## config.mk

```make
export PLATFORM = sky130hd
export DESIGN_NAME = demand_page_translate_alloc
export DESIGN_NICKNAME = d
export VERILOG_FILES = /design/src/hw/rtl/dpta_pkg.sv /design/src/hw/rtl/dpta_ram.sv /design/src/hw/rtl/dpta_alloc.sv /design/src/hw/rtl/demand_page_translate_alloc.sv
export VERILOG_INCLUDE_DIRS = /design/src /design/src/hw/rtl
export SDC_FILE = /design/constraint.sdc
export NUM_CORES = 2
export LEC_CHECK = 0
export BUFFER_PORTS_ARGS = -buffer_cell sky130_fd_sc_hd__buf_4
export CAP_MARGIN = 10
export CELL_PAD_IN_SITES_DETAIL_PLACEMENT = 0
export CELL_PAD_IN_SITES_GLOBAL_PLACEMENT = 1
export CORE_MARGIN = 2
export CORE_UTILIZATION = 55
export DETAILED_ROUTE_END_ITERATION = 8
export PLACE_DENSITY = 0.87
export SYNTH_ARGS = -nofsm -noshare
export SYNTH_HDL_FRONTEND = slang
export SYNTH_SLANG_ARGS = --single-unit
```

## constraint.sdc

```tcl
create_clock -name clk -period 56.5 [get_ports clk]
set_clock_uncertainty 0.05 [all_clocks]
set_input_delay 2.825 -clock clk [delete_from_list [all_inputs] [get_ports clk]]
set_output_delay 2.825 -clock clk [all_outputs]
set_load 0.03 [all_outputs]
```

## src/hw/rtl/demand_page_translate_alloc_assert.svh

```systemverilog
// Assertion macros for the demand page translate block.
// Used by the top level; needs clk and rst in scope.
`ifndef DEMAND_PAGE_TRANSLATE_ALLOC_ASSERT_SVH
`define DEMAND_PAGE_TRANSLATE_ALLOC_ASSERT_SVH

// Same-cycle implication.
`define DPTA_ASSERT_IMPL(name, ante, cons) \
  name: assert property (@(posedge clk) disable iff (rst) (ante) |-> (cons)) \
    else $error("assertion failed");

// Next-cycle implication.
`define DPTA_ASSERT_NEXT(name, ante, cons) \
  name: assert property (@(posedge clk) disable iff (rst) (ante) |=> (cons)) \
    else $error("assertion failed");

`endif

```

## src/hw/rtl/dpta_pkg.sv

```systemverilog
// Shared types and constants for the demand page translate block.
// No dependencies.
package dpta_pkg;

  localparam int unsigned HEAP_PAGES_DEF  = 16;
  localparam int unsigned FRAME_COUNT_DEF = 1024;

  localparam int unsigned VA_W       = 32;
  localparam int unsigned PAGE_SHIFT = 12;
  localparam int unsigned INDEX_W    = VA_W - PAGE_SHIFT;
  localparam int unsigned FRAME_W    = 10;
  localparam int unsigned PADDR_W    = FRAME_W + PAGE_SHIFT;
  localparam int unsigned CFG_W      = 11;
  localparam int unsigned STATUS_W   = 3;

  localparam logic [VA_W-1:0] KERNEL_BASE = 32'hC000_0000;

  typedef enum logic [STATUS_W-1:0] {
    ST_HIT         = 3'd0,
    ST_ALLOC       = 3'd1,
    ST_BELOW_BASE  = 3'd2,
    ST_BEYOND_HEAP = 3'd3,
    ST_NO_FRAME    = 3'd4
  } status_t;

  typedef enum logic [2:0] {
    T_CLEAR,
    T_IDLE,
    T_LOOK,
    T_ALLOC,
    T_OUT
  } top_state_t;

  typedef enum logic [1:0] {
    A_CLEAR,
    A_IDLE,
    A_CHECK,
    A_FAIL
  } alloc_state_t;

  typedef struct packed {
    logic             start;
    logic [CFG_W-1:0] base;
  } alloc_ctrl_t;

  typedef struct packed {
    logic               idle;
    logic               done;
    logic               found;
    logic [FRAME_W-1:0] frame;
  } alloc_stat_t;

endpackage

```

## src/hw/rtl/dpta_ram.sv

```systemverilog
// Generic single-write, single-read RAM with registered read data.
// No dependencies.
module dpta_ram #(
  parameter int unsigned WIDTH = 1,
  parameter int unsigned DEPTH = 2,
  localparam int unsigned AW = (DEPTH > 1) ? $clog2(DEPTH) : 1
) (
  input  logic             clk,
  input  logic             we,
  input  logic [AW-1:0]    waddr,
  input  logic [WIDTH-1:0] wdata,
  input  logic [AW-1:0]    raddr,
  output logic [WIDTH-1:0] rdata
);

  logic [WIDTH-1:0] mem [DEPTH];

  always_ff @(posedge clk) begin
    if (we) begin
      mem[waddr] <= wdata;
    end
    rdata <= mem[raddr];
  end

endmodule

```

## src/hw/rtl/dpta_alloc.sv

```systemverilog
// Frame allocator: frame-use bitmap in RAM, clearing pass after reset,
// and a one-frame-per-cycle upward scan. Uses dpta_pkg and dpta_ram.
module dpta_alloc #(
  parameter int unsigned FRAME_COUNT = dpta_pkg::FRAME_COUNT_DEF
) (
  input  logic                  clk,
  input  logic                  rst,
  input  dpta_pkg::alloc_ctrl_t ctrl,
  output dpta_pkg::alloc_stat_t stat
);

  localparam int unsigned AW     = $clog2(FRAME_COUNT);
  localparam int unsigned FIDX_W = $clog2(FRAME_COUNT + 1);

  dpta_pkg::alloc_state_t state, state_next;
  logic [FIDX_W-1:0] idx, idx_next, idx_inc;
  logic [AW-1:0]     clr, clr_next;
  logic [FIDX_W+dpta_pkg::FRAME_W-1:0] idx_ext;
  logic          ram_we;
  logic [AW-1:0] ram_waddr;
  logic          ram_wdata;
  logic          ram_rdata;

  assign idx_inc = idx + 1'b1;
  assign idx_ext = {{dpta_pkg::FRAME_W{1'b0}}, idx};

  always_ff @(posedge clk) begin
    if (rst) begin
      state <= dpta_pkg::A_CLEAR;
      clr   <= '0;
    end else begin
      state <= state_next;
      clr   <= clr_next;
    end
    idx <= idx_next;
  end

  always_comb begin
    state_next = state;
    idx_next   = idx;
    clr_next   = clr;
    ram_we     = 1'b0;
    ram_waddr  = idx[AW-1:0];
    ram_wdata  = 1'b1;
    stat.idle  = 1'b0;
    stat.done  = 1'b0;
    stat.found = 1'b0;
    stat.frame = idx_ext[dpta_pkg::FRAME_W-1:0];
    unique case (state)
      dpta_pkg::A_CLEAR: begin
        ram_we    = 1'b1;
        ram_waddr = clr;
        ram_wdata = 1'b0;
        clr_next  = clr + 1'b1;
        if (clr == AW'(FRAME_COUNT - 1)) begin
          state_next = dpta_pkg::A_IDLE;
        end
      end
      dpta_pkg::A_IDLE: begin
        stat.idle = 1'b1;
        if (ctrl.start) begin
          if (32'(ctrl.base) < 32'(FRAME_COUNT)) begin
            idx_next   = FIDX_W'(ctrl.base);
            state_next = dpta_pkg::A_CHECK;
          end else begin
            state_next = dpta_pkg::A_FAIL;
          end
        end
      end
      dpta_pkg::A_CHECK: begin
        if (!ram_rdata) begin
          ram_we     = 1'b1;
          stat.done  = 1'b1;
          stat.found = 1'b1;
          state_next = dpta_pkg::A_IDLE;
        end else if (idx_inc == FIDX_W'(FRAME_COUNT)) begin
          stat.done  = 1'b1;
          state_next = dpta_pkg::A_IDLE;
        end else begin
          idx_next = idx_inc;
        end
      end
      dpta_pkg::A_FAIL: begin
        stat.done  = 1'b1;
        state_next = dpta_pkg::A_IDLE;
      end
      default: begin
        state_next = dpta_pkg::A_IDLE;
      end
    endcase
  end

  dpta_ram #(
    .WIDTH (1),
    .DEPTH (FRAME_COUNT)
  ) u_bitmap (
    .clk   (clk),
    .we    (ram_we),
    .waddr (ram_waddr),
    .wdata (ram_wdata),
    .raddr (idx_next[AW-1:0]),
    .rdata (ram_rdata)
  );

endmodule

```

## src/hw/rtl/demand_page_translate_alloc.sv

```systemverilog
// An accepted item goes straight to the output stage when out of range, through a page
// table lookup for a hit, and through the lookup and a bitmap scan for an allocation or
// a failed scan; the scan reads frames from reserved_frames upward, one a cycle.
// One item at a time: s_tready rises with m_tvalid.
// After reset a clearing pass zeroes the frame bitmap and the page table; s_tready
// stays low until both are cleared.
module demand_page_translate_alloc #(
  parameter int unsigned HEAP_PAGES  = dpta_pkg::HEAP_PAGES_DEF,
  parameter int unsigned FRAME_COUNT = dpta_pkg::FRAME_COUNT_DEF
) (
  input  logic        clk,
  input  logic        rst,
  input  logic        cfg_we,
  input  logic [10:0] cfg_wdata,   // reserved_frames
  input  logic        s_tvalid,
  output logic        s_tready,
  input  logic [31:0] s_tdata,     // [31:0] virtual_address
  output logic        m_tvalid,
  input  logic        m_tready,
  output logic [23:0] m_tdata,     // [21:0] physical_address, [23:22] zero
  output logic [2:0]  m_tuser      // [2:0] status
);

  localparam int unsigned PW    = (HEAP_PAGES > 1) ? $clog2(HEAP_PAGES) : 1;
  localparam int unsigned PT_W  = dpta_pkg::FRAME_W + 1;
  localparam int unsigned OFF_W = dpta_pkg::PAGE_SHIFT;

  dpta_pkg::top_state_t  state, state_next;
  dpta_pkg::alloc_ctrl_t alloc_ctrl;
  dpta_pkg::alloc_stat_t alloc_st;
  dpta_pkg::status_t     res_st, res_st_next;

  logic [dpta_pkg::CFG_W-1:0]   reserved_frames;
  logic [PW-1:0]                page_idx;
  logic [OFF_W-1:0]             offset;
  logic [dpta_pkg::PADDR_W-1:0] res_pa, res_pa_next;
  logic [PW-1:0]                pt_clr;
  logic                         pt_cleared;
  logic [dpta_pkg::VA_W-1:0]    rel;
  logic                         below, beyond, accept, out_free, load_idx;
  logic                         pt_we;
  logic [PW-1:0]                pt_waddr;
  logic [PT_W-1:0]              pt_wdata, pt_rdata;

  assign rel      = s_tdata - dpta_pkg::KERNEL_BASE;
  assign below    = s_tdata < dpta_pkg::KERNEL_BASE;
  assign beyond   = rel[dpta_pkg::VA_W-1:dpta_pkg::PAGE_SHIFT]
                    >= dpta_pkg::INDEX_W'(HEAP_PAGES);
  assign s_tready = (state == dpta_pkg::T_IDLE);
  assign accept   = s_tvalid && s_tready;
  assign out_free = !m_tvalid || m_tready;

  always_ff @(posedge clk) begin
    if (rst) begin
      state           <= dpta_pkg::T_CLEAR;
      reserved_frames <= '0;
      pt_clr          <= '0;
      pt_cleared      <= 1'b0;
      m_tvalid        <= 1'b0;
    end else begin
      state <= state_next;
      if (cfg_we) begin
        reserved_frames <= cfg_wdata;
      end
      if (state == dpta_pkg::T_CLEAR && !pt_cleared) begin
        pt_clr <= pt_clr + 1'b1;
        if (pt_clr == PW'(HEAP_PAGES - 1)) begin
          pt_cleared <= 1'b1;
        end
      end
      if (state == dpta_pkg::T_OUT && out_free) begin
        m_tvalid <= 1'b1;
      end else if (m_tready) begin
        m_tvalid <= 1'b0;
      end
    end
    if (load_idx) begin
      page_idx <= rel[dpta_pkg::PAGE_SHIFT +: PW];
      offset   <= rel[OFF_W-1:0];
    end
    res_pa <= res_pa_next;
    res_st <= res_st_next;
    if (state == dpta_pkg::T_OUT && out_free) begin
      m_tdata <= {2'b00, res_pa};
      m_tuser <= res_st;
    end
  end

  always_comb begin
    state_next       = state;
    res_pa_next      = res_pa;
    res_st_next      = res_st;
    load_idx         = 1'b0;
    alloc_ctrl.start = 1'b0;
    alloc_ctrl.base  = reserved_frames;
    pt_we            = 1'b0;
    pt_waddr         = page_idx;
    pt_wdata         = {1'b1, alloc_st.frame};
    unique case (state)
      dpta_pkg::T_CLEAR: begin
        pt_we    = !pt_cleared;
        pt_waddr = pt_clr;
        pt_wdata = '0;
        if (pt_cleared && alloc_st.idle) begin
          state_next = dpta_pkg::T_IDLE;
        end
      end
      dpta_pkg::T_IDLE: begin
        if (accept) begin
          res_pa_next = '0;
          priority if (below) begin
            res_st_next = dpta_pkg::ST_BELOW_BASE;
            state_next  = dpta_pkg::T_OUT;
          end else if (beyond) begin
            res_st_next = dpta_pkg::ST_BEYOND_HEAP;
            state_next  = dpta_pkg::T_OUT;
          end else begin
            load_idx   = 1'b1;
            state_next = dpta_pkg::T_LOOK;
          end
        end
      end
      dpta_pkg::T_LOOK: begin
        if (pt_rdata[PT_W-1]) begin
          res_pa_next = {pt_rdata[dpta_pkg::FRAME_W-1:0], offset};
          res_st_next = dpta_pkg::ST_HIT;
          state_next  = dpta_pkg::T_OUT;
        end else begin
          alloc_ctrl.start = 1'b1;
          state_next       = dpta_pkg::T_ALLOC;
        end
      end
      dpta_pkg::T_ALLOC: begin
        if (alloc_st.done) begin
          if (alloc_st.found) begin
            pt_we       = 1'b1;
            res_pa_next = {alloc_st.frame, offset};
            res_st_next = dpta_pkg::ST_ALLOC;
          end else begin
            res_pa_next = '0;
            res_st_next = dpta_pkg::ST_NO_FRAME;
          end
          state_next = dpta_pkg::T_OUT;
        end
      end
      dpta_pkg::T_OUT: begin
        if (out_free) begin
          state_next = dpta_pkg::T_IDLE;
        end
      end
      default: begin
        state_next = dpta_pkg::T_IDLE;
      end
    endcase
  end

  dpta_ram #(
    .WIDTH (PT_W),
    .DEPTH (HEAP_PAGES)
  ) u_page_table (
    .clk   (clk),
    .we    (pt_we),
    .waddr (pt_waddr),
    .wdata (pt_wdata),
    .raddr (rel[dpta_pkg::PAGE_SHIFT +: PW]),
    .rdata (pt_rdata)
  );

  dpta_alloc #(
    .FRAME_COUNT (FRAME_COUNT)
  ) u_alloc (
    .clk  (clk),
    .rst  (rst),
    .ctrl (alloc_ctrl),
    .stat (alloc_st)
  );

`include "demand_page_translate_alloc_assert.svh"

  `DPTA_ASSERT_IMPL(a_done_in_alloc, alloc_st.done, state == dpta_pkg::T_ALLOC)
  `DPTA_ASSERT_IMPL(a_start_idle, alloc_ctrl.start, alloc_st.idle)
  `DPTA_ASSERT_IMPL(a_pt_fill_src, pt_we && state != dpta_pkg::T_CLEAR, alloc_st.found)
  `DPTA_ASSERT_NEXT(a_out_load, state == dpta_pkg::T_OUT && out_free, m_tvalid && s_tready)

endmodule
```

Word-level counts from Yosys, hierarchy flattened:

Memory sizes are Yosys's and may differ from the RTL's. A register that Yosys moved wholly into a read port is not among the register bits.
Cells that the tools add are included.
Widths: inputs -> output; s select.

* register bits after elaboration: 109
* bits in latches: 0
* bits in writable memories: 1200
* bits in read-only memories: 0
* output and inout port bits: 29
* memories: 2

* add/subtract/negate cells: 4
* $mul: 0
* divide/modulo/power cells: 0
* order comparisons: 3
* equal/unequal tests: 22
* shift operators: 0
* multiplexer cells: 57
* bitwise gates (word level): 0
* reductions and logical operators: 18

Memories
* u_alloc.u_bitmap.mem: words 1024, width 1, rd ports 1, clocked after memory_dff 1, wr ports 1, line dpta_ram.sv:16 `logic [WIDTH-1:0] mem [DEPTH];`
* u_page_table.mem: words 16, width 11, rd ports 1, clocked after memory_dff 1, wr ports 1, line dpta_ram.sv:16

Operators with widths (count)
* $mux 22: 4
* $pmux 22 s3: 1
* $mux 11: 5
* $mux 3: 13
* $lt 32x32->1 const B: 1
* $sub 32x32->32 const B: 1
* $pmux 11 s2: 1
* $mux 1: 21
* $ge 20x5->1 const B: 1
* $pmux 3 s5: 1
* $add 11x1->11 const B: 1
* $eq 11x11->1 const B: 1
* $lt 11x11->1 const B: 1
* $add 10x1->10 const B: 1
* $eq 10x10->1 const B: 1
* $mux 10: 1
* $ne 2x1->1 const B: 5
* $ne 2x2->1 const B: 5
* $reduce_and 5->1: 2
* $pmux 3 s3: 1
* $mux 2: 4
* $pmux 2 s4: 1
* $reduce_and 4->1: 2
* $eq 3x2->1 const B: 2
* other kinds (19): 27

Depth between registers and ports, before layout:

* depth after elaboration: 9
* depth in mapped cells: 20
* gate-level depth less buffers: 15

Modules after synthesis:

From an unflattened synthesis, not the netlist that was laid out.

* cell total of the unflattened synthesis: 3871
* area total of the unflattened synthesis: 56868.3 µm²

By module, submodules not included
* dpta_ram (u_alloc.u_bitmap): times used 1, cells an instance 3112, area an instance 44656.6 µm²
* dpta_ram (u_page_table): times used 1, cells an instance 305, area an instance 7039.3 µm²
* demand_page_translate_alloc: times used 1, cells an instance 230, area an instance 3270.6 µm²
* dpta_alloc: times used 1, cells an instance 224, area an instance 1901.8 µm²

Worst setup path after synthesis:

Ideal clock, no wire load.

* path type: reg2reg
* from: register u_alloc.state[0]
* to: memory u_alloc.u_bitmap.mem[157], enable pin
* arrival time: 20796 ps
* required time: 56150 ps
* setup slack: 35354 ps
* stages on the path, launching flop included: 10
* clock period less this slack: 21146 ps
* path through: dfxtp_1 -> inv_1 -> ha_1 -> inv_1 -> clkbuf_1 -> a21boi_0 -> nor2_1 -> nand3_1 -> clkbuf_1 -> nor2_1

* word-level cells in the longest chain between the ends: 4
* elaborated cells between the ends (all ways): 6

Ends and longest elaborated chain
* start, declared: line dpta_alloc.sv:15 `dpta_pkg::alloc_state_t state, state_next;`
* start signal, assigned: line dpta_alloc.sv:29 `state <= dpta_pkg::A_CLEAR;`
* start signal, assigned: line dpta_alloc.sv:32 `state <= state_next;`
* $eq 2x2->1 or $logic_not 2->1 (tied branches): line dpta_alloc.sv:49 `unique case (state)`
* $pmux 1 s2: line dpta_alloc.sv:49
* $mux 1: line dpta_ram.sv:19 `if (we) begin`
* $mux 1 (implied by the code): line dpta_ram.sv:20 `mem[waddr] <= wdata;`
* end, declared: line dpta_ram.sv:16

Parallel ways exist; a longest one is shown, timed or not.

Worst setup path after layout:

* from: register u_alloc.idx[0]
* to: register u_alloc.u_bitmap.rdata, read port of u_alloc.u_bitmap.mem

* word-level cells in the longest chain between the ends: 5
* elaborated cells between the ends (all ways): 7

Ends and longest elaborated chain
* start, declared: line dpta_alloc.sv:16 `logic [FIDX_W-1:0] idx, idx_next, idx_inc;`
* start signal, assigned: line dpta_alloc.sv:35 `idx <= idx_next;`
* $add 11x1->11: line dpta_alloc.sv:24 `assign idx_inc = idx + 1'b1;`
* $eq 11x11->1: line dpta_alloc.sv:76 `end else if (idx_inc == FIDX_W'(FRAME_COUNT)) begin`
* $mux 11: line dpta_alloc.sv:76
* $mux 11: line dpta_alloc.sv:71 `if (!ram_rdata) begin`
* $pmux 11 s2 (*): line dpta_alloc.sv:49
* end, declared: line dpta_ram.sv:13 `output logic [WIDTH-1:0] rdata`

Every way passes the cells marked *; elsewhere a longest branch is shown, timed or not. The select of a mux whose other input is x is not followed.
A chain may end at the register's enable or synchronous reset.

==> metrics <==
hold_sp res_pa[12]; non-filler instance count after layout 6175; Leak 21.83 nW; Design Power 2.349 mW; H-Tree Depth 4; most frequent cell after synthesis edfxtp_1; slack of the critical path 48980 ps; Top Ports 77; final core utilization 61.52%; worst slew pin tran 1291 ps; DP Worst Slack 49200 ps; grt ovf 0; crit end category flip-flop; CP required 57090 ps; Post-CTS Resized 0; Logic pwr share 13.8%; clock slew at reported path FFs 60 ps; Final min period 7519 ps; CTS tree built; Cell Area, Placed 59360 um^2; initial detailed-routing violation count 6666; mapped cell area 57690 um^2; initial antenna violation count 1; Flop pwr share 48.9%; drt first pass iters 6; synth-to-layout area growth 10.69%; placed cells 5918; effective utilization at floorplan 55.58%; setup repair bufs after CTS 0; Max Cap Viol 0; Slew Limit Fails 0; number of synthesized register bits 1321; VDD IR max 0.00003265 V; Hold Crit Depth 0; Final Hold Fails 0; worst r2r path cells 17; area of the multi-input gates 16880 um^2; fmax 0.1330 GHz; ratio of cells with drive above 1 in the final layout 10.22%; Clock Sinks 1321; hold slack 368.4 ps; Final nets 4741; GPL Wtd Cong 0.9030; RR Endpoint u_alloc.u_bitmap.rdata; area leader, netlist edfxtp_1; worst reg2reg startpoint u_alloc.idx[0]; count of input and output buffers 74; Via-to-Cell Ratio 6.409; Final ANT Viol Nets 0; first-pass GRT wire length 243.9 mm; Clk pwr share 37.2%; crit share post-route 13.31%; post-route cell area 63860 um^2; Async SR Flop Fraction 0%; Primary FF master, synth edfxtp_1; vias in the first global route 37280; Mean Syn Cell Area 12.08 um^2; sw power 0.6386 mW; crit start category flip-flop; Clock Latency Late Sink 770 ps; WS Path Type reg -> reg; Rows 118; CTS root buffer clkbuf_16; Setup TNS 0 ps; register area share after synthesis 67.83%; Cell Int Power 1.710 mW; hold bufs inserted after CTS 0; Critical Path AT 8110 ps; R2R setup slack 48980 ps; synth warn 0; final wirelength 167.3 mm; register area 39130 um^2; Residual DRC 0; Sw Ratio 27.19%; Die Wd 327.9 um; Hold EP m_tdata[12]; HP Class reg -> reg; top-area cell type share of the netlist area 65.95%; Worst Path Max Fanout 65; EDFF count, synth 1267; Post-Syn Instances 4776; RSZ-0062 raised after global routing false; Die H 327.9 um; # setup viols final 0; All-Layer GR Usage 30.93%; fill count 7970; TritonCTS buffer count 138; Vias 39580; HPWL after DPL 90.40 mm; total die area 107500 um^2; outcome completed; Avg WL per Cell 27.09 um; Core Footprint 103800 um^2; pwr dens 36.78 nW/um^2; most frequent cells after synthesis edfxtp_1, nor2_1, nand2_1; CTS max path bufs 3; Yosys cell types 70; relative slew slack 13.15%; Synth area leaders edfxtp_1, nor2_1, mux2i_1, nand2_1, nand3_1; largest net degree at the start of global routing 305
## flip-flops by register name (all words and copies together), names as in the netlist, 4 cells and up
signal / flops
m_tdata: 22
offset: 12
page_idx: 4
pt_clr: 4
res_pa: 22
reserved_frames: 11
u_alloc.clr: 10
u_alloc.idx: 11
u_alloc.u_bitmap.mem: 1024
u_page_table.mem: 176
u_page_table.rdata: 11
## critical path: stages (launching register included)
cell and delay [ps]:
dfxtp_1 740, ha_1 380, and2_0 300, a21oi_1 130, a211oi_1 370, a2111oi_4 90
buf_4 370, a21oi_4 280, buf_4 760, buf_4 870, buf_4 660, mux2i_1 260
a32oi_1 80, a311oi_1 390, o211ai_1 160, nor4bb_1 710, nor4_1 130, or4_1 520
## worst max path at each step
stage / to / from
finish: u_alloc.u_bitmap.rdata / u_alloc.idx[0]
global route: u_alloc.u_bitmap.rdata / u_alloc.idx[0]
CTS: u_alloc.u_bitmap.rdata / u_alloc.idx[0]
detailed placement: u_alloc.u_bitmap.rdata / u_alloc.idx[0]
global placement: u_alloc.u_bitmap.rdata / u_alloc.idx[0]
floorplan: u_alloc.u_bitmap.mem[157] / u_alloc.state[0]
## cells in the final DEF, fill, tap and decap left out, types with 26 or more instances in the layout
master	n
a21oi_1	46
mux2i_1	319
mux4_2	56
o21ai_0	29
nor2_1	1118
clkinv_1	29
nand3_1	242
a311oi_1	34
clkbuf_1	33
clkbuf_16	139
nor3_1	31
edfxtp_1	1267
a31oi_1	33
nand2_1	590
a32oi_1	40
buf_4	171
inv_1	67
nand3_2	26
nand4_1	40
a211oi_1	108
dfxtp_1	54
## area by class of cell
| type | count | area share (%) |
|---|---|---|
| flip-flops and latches | 1321 | 61.27 |
| multi-input cells | 2972 | 26.44 |
| clock buffers | 176 | 5.727 |
| well taps | 1380 | 2.704 |
| repair buffers | 181 | 2.406 |
| clock inverters | 72 | 0.9895 |
| inverters | 72 | 0.4585 |
| diodes | 1 | 0.003919 |
## cell families (layout without fill, tap and decap cells)
group	count (synthesis)	after routing	synth area share, %
AO/OA/AOI/OAI	422	422	5.381
XOR/XNOR	16	16	0.2429
adder cells (fa/ha/maj)	7	7	0.1518
buffers and inverters	484	501	3.353
flip-flops	1321	1321	67.83
multiplexers	379	379	7.799
other	1	3	0.006501
AND/OR/NAND/NOR	2146	2146	15.24
## power by group through the flow
stage	Sequential, mW	Clock [mW]	Combinational [mW]
after floorplan	1.20	0	0.186
after global placement	1.17	0	0.310
after detailed placement	1.17	0	0.313
after CTS	1.15	0.879	0.315
after global routing	1.15	0.917	0.339
final	1.15	0.875	0.325
## layer usage
| layer | vias to the layer above | share of wire (%) | track usage (%) | wire [um] |
|---|---|---|---|---|
| met5 | - | 0.010 | 0 | 17 |
| met4 | 2 | 4.2 | 12.46 | 7107 |
| met3 | 449 | 13 | 7.132 | 20930 |
| met2 | 2552 | 46 | 48.12 | 77240 |
| met1 | 19570 | 37 | 42.41 | 61960 |
| li1 | 17000 | - | - | - |
Note: power is estimated with default switching activity, not from simulation.
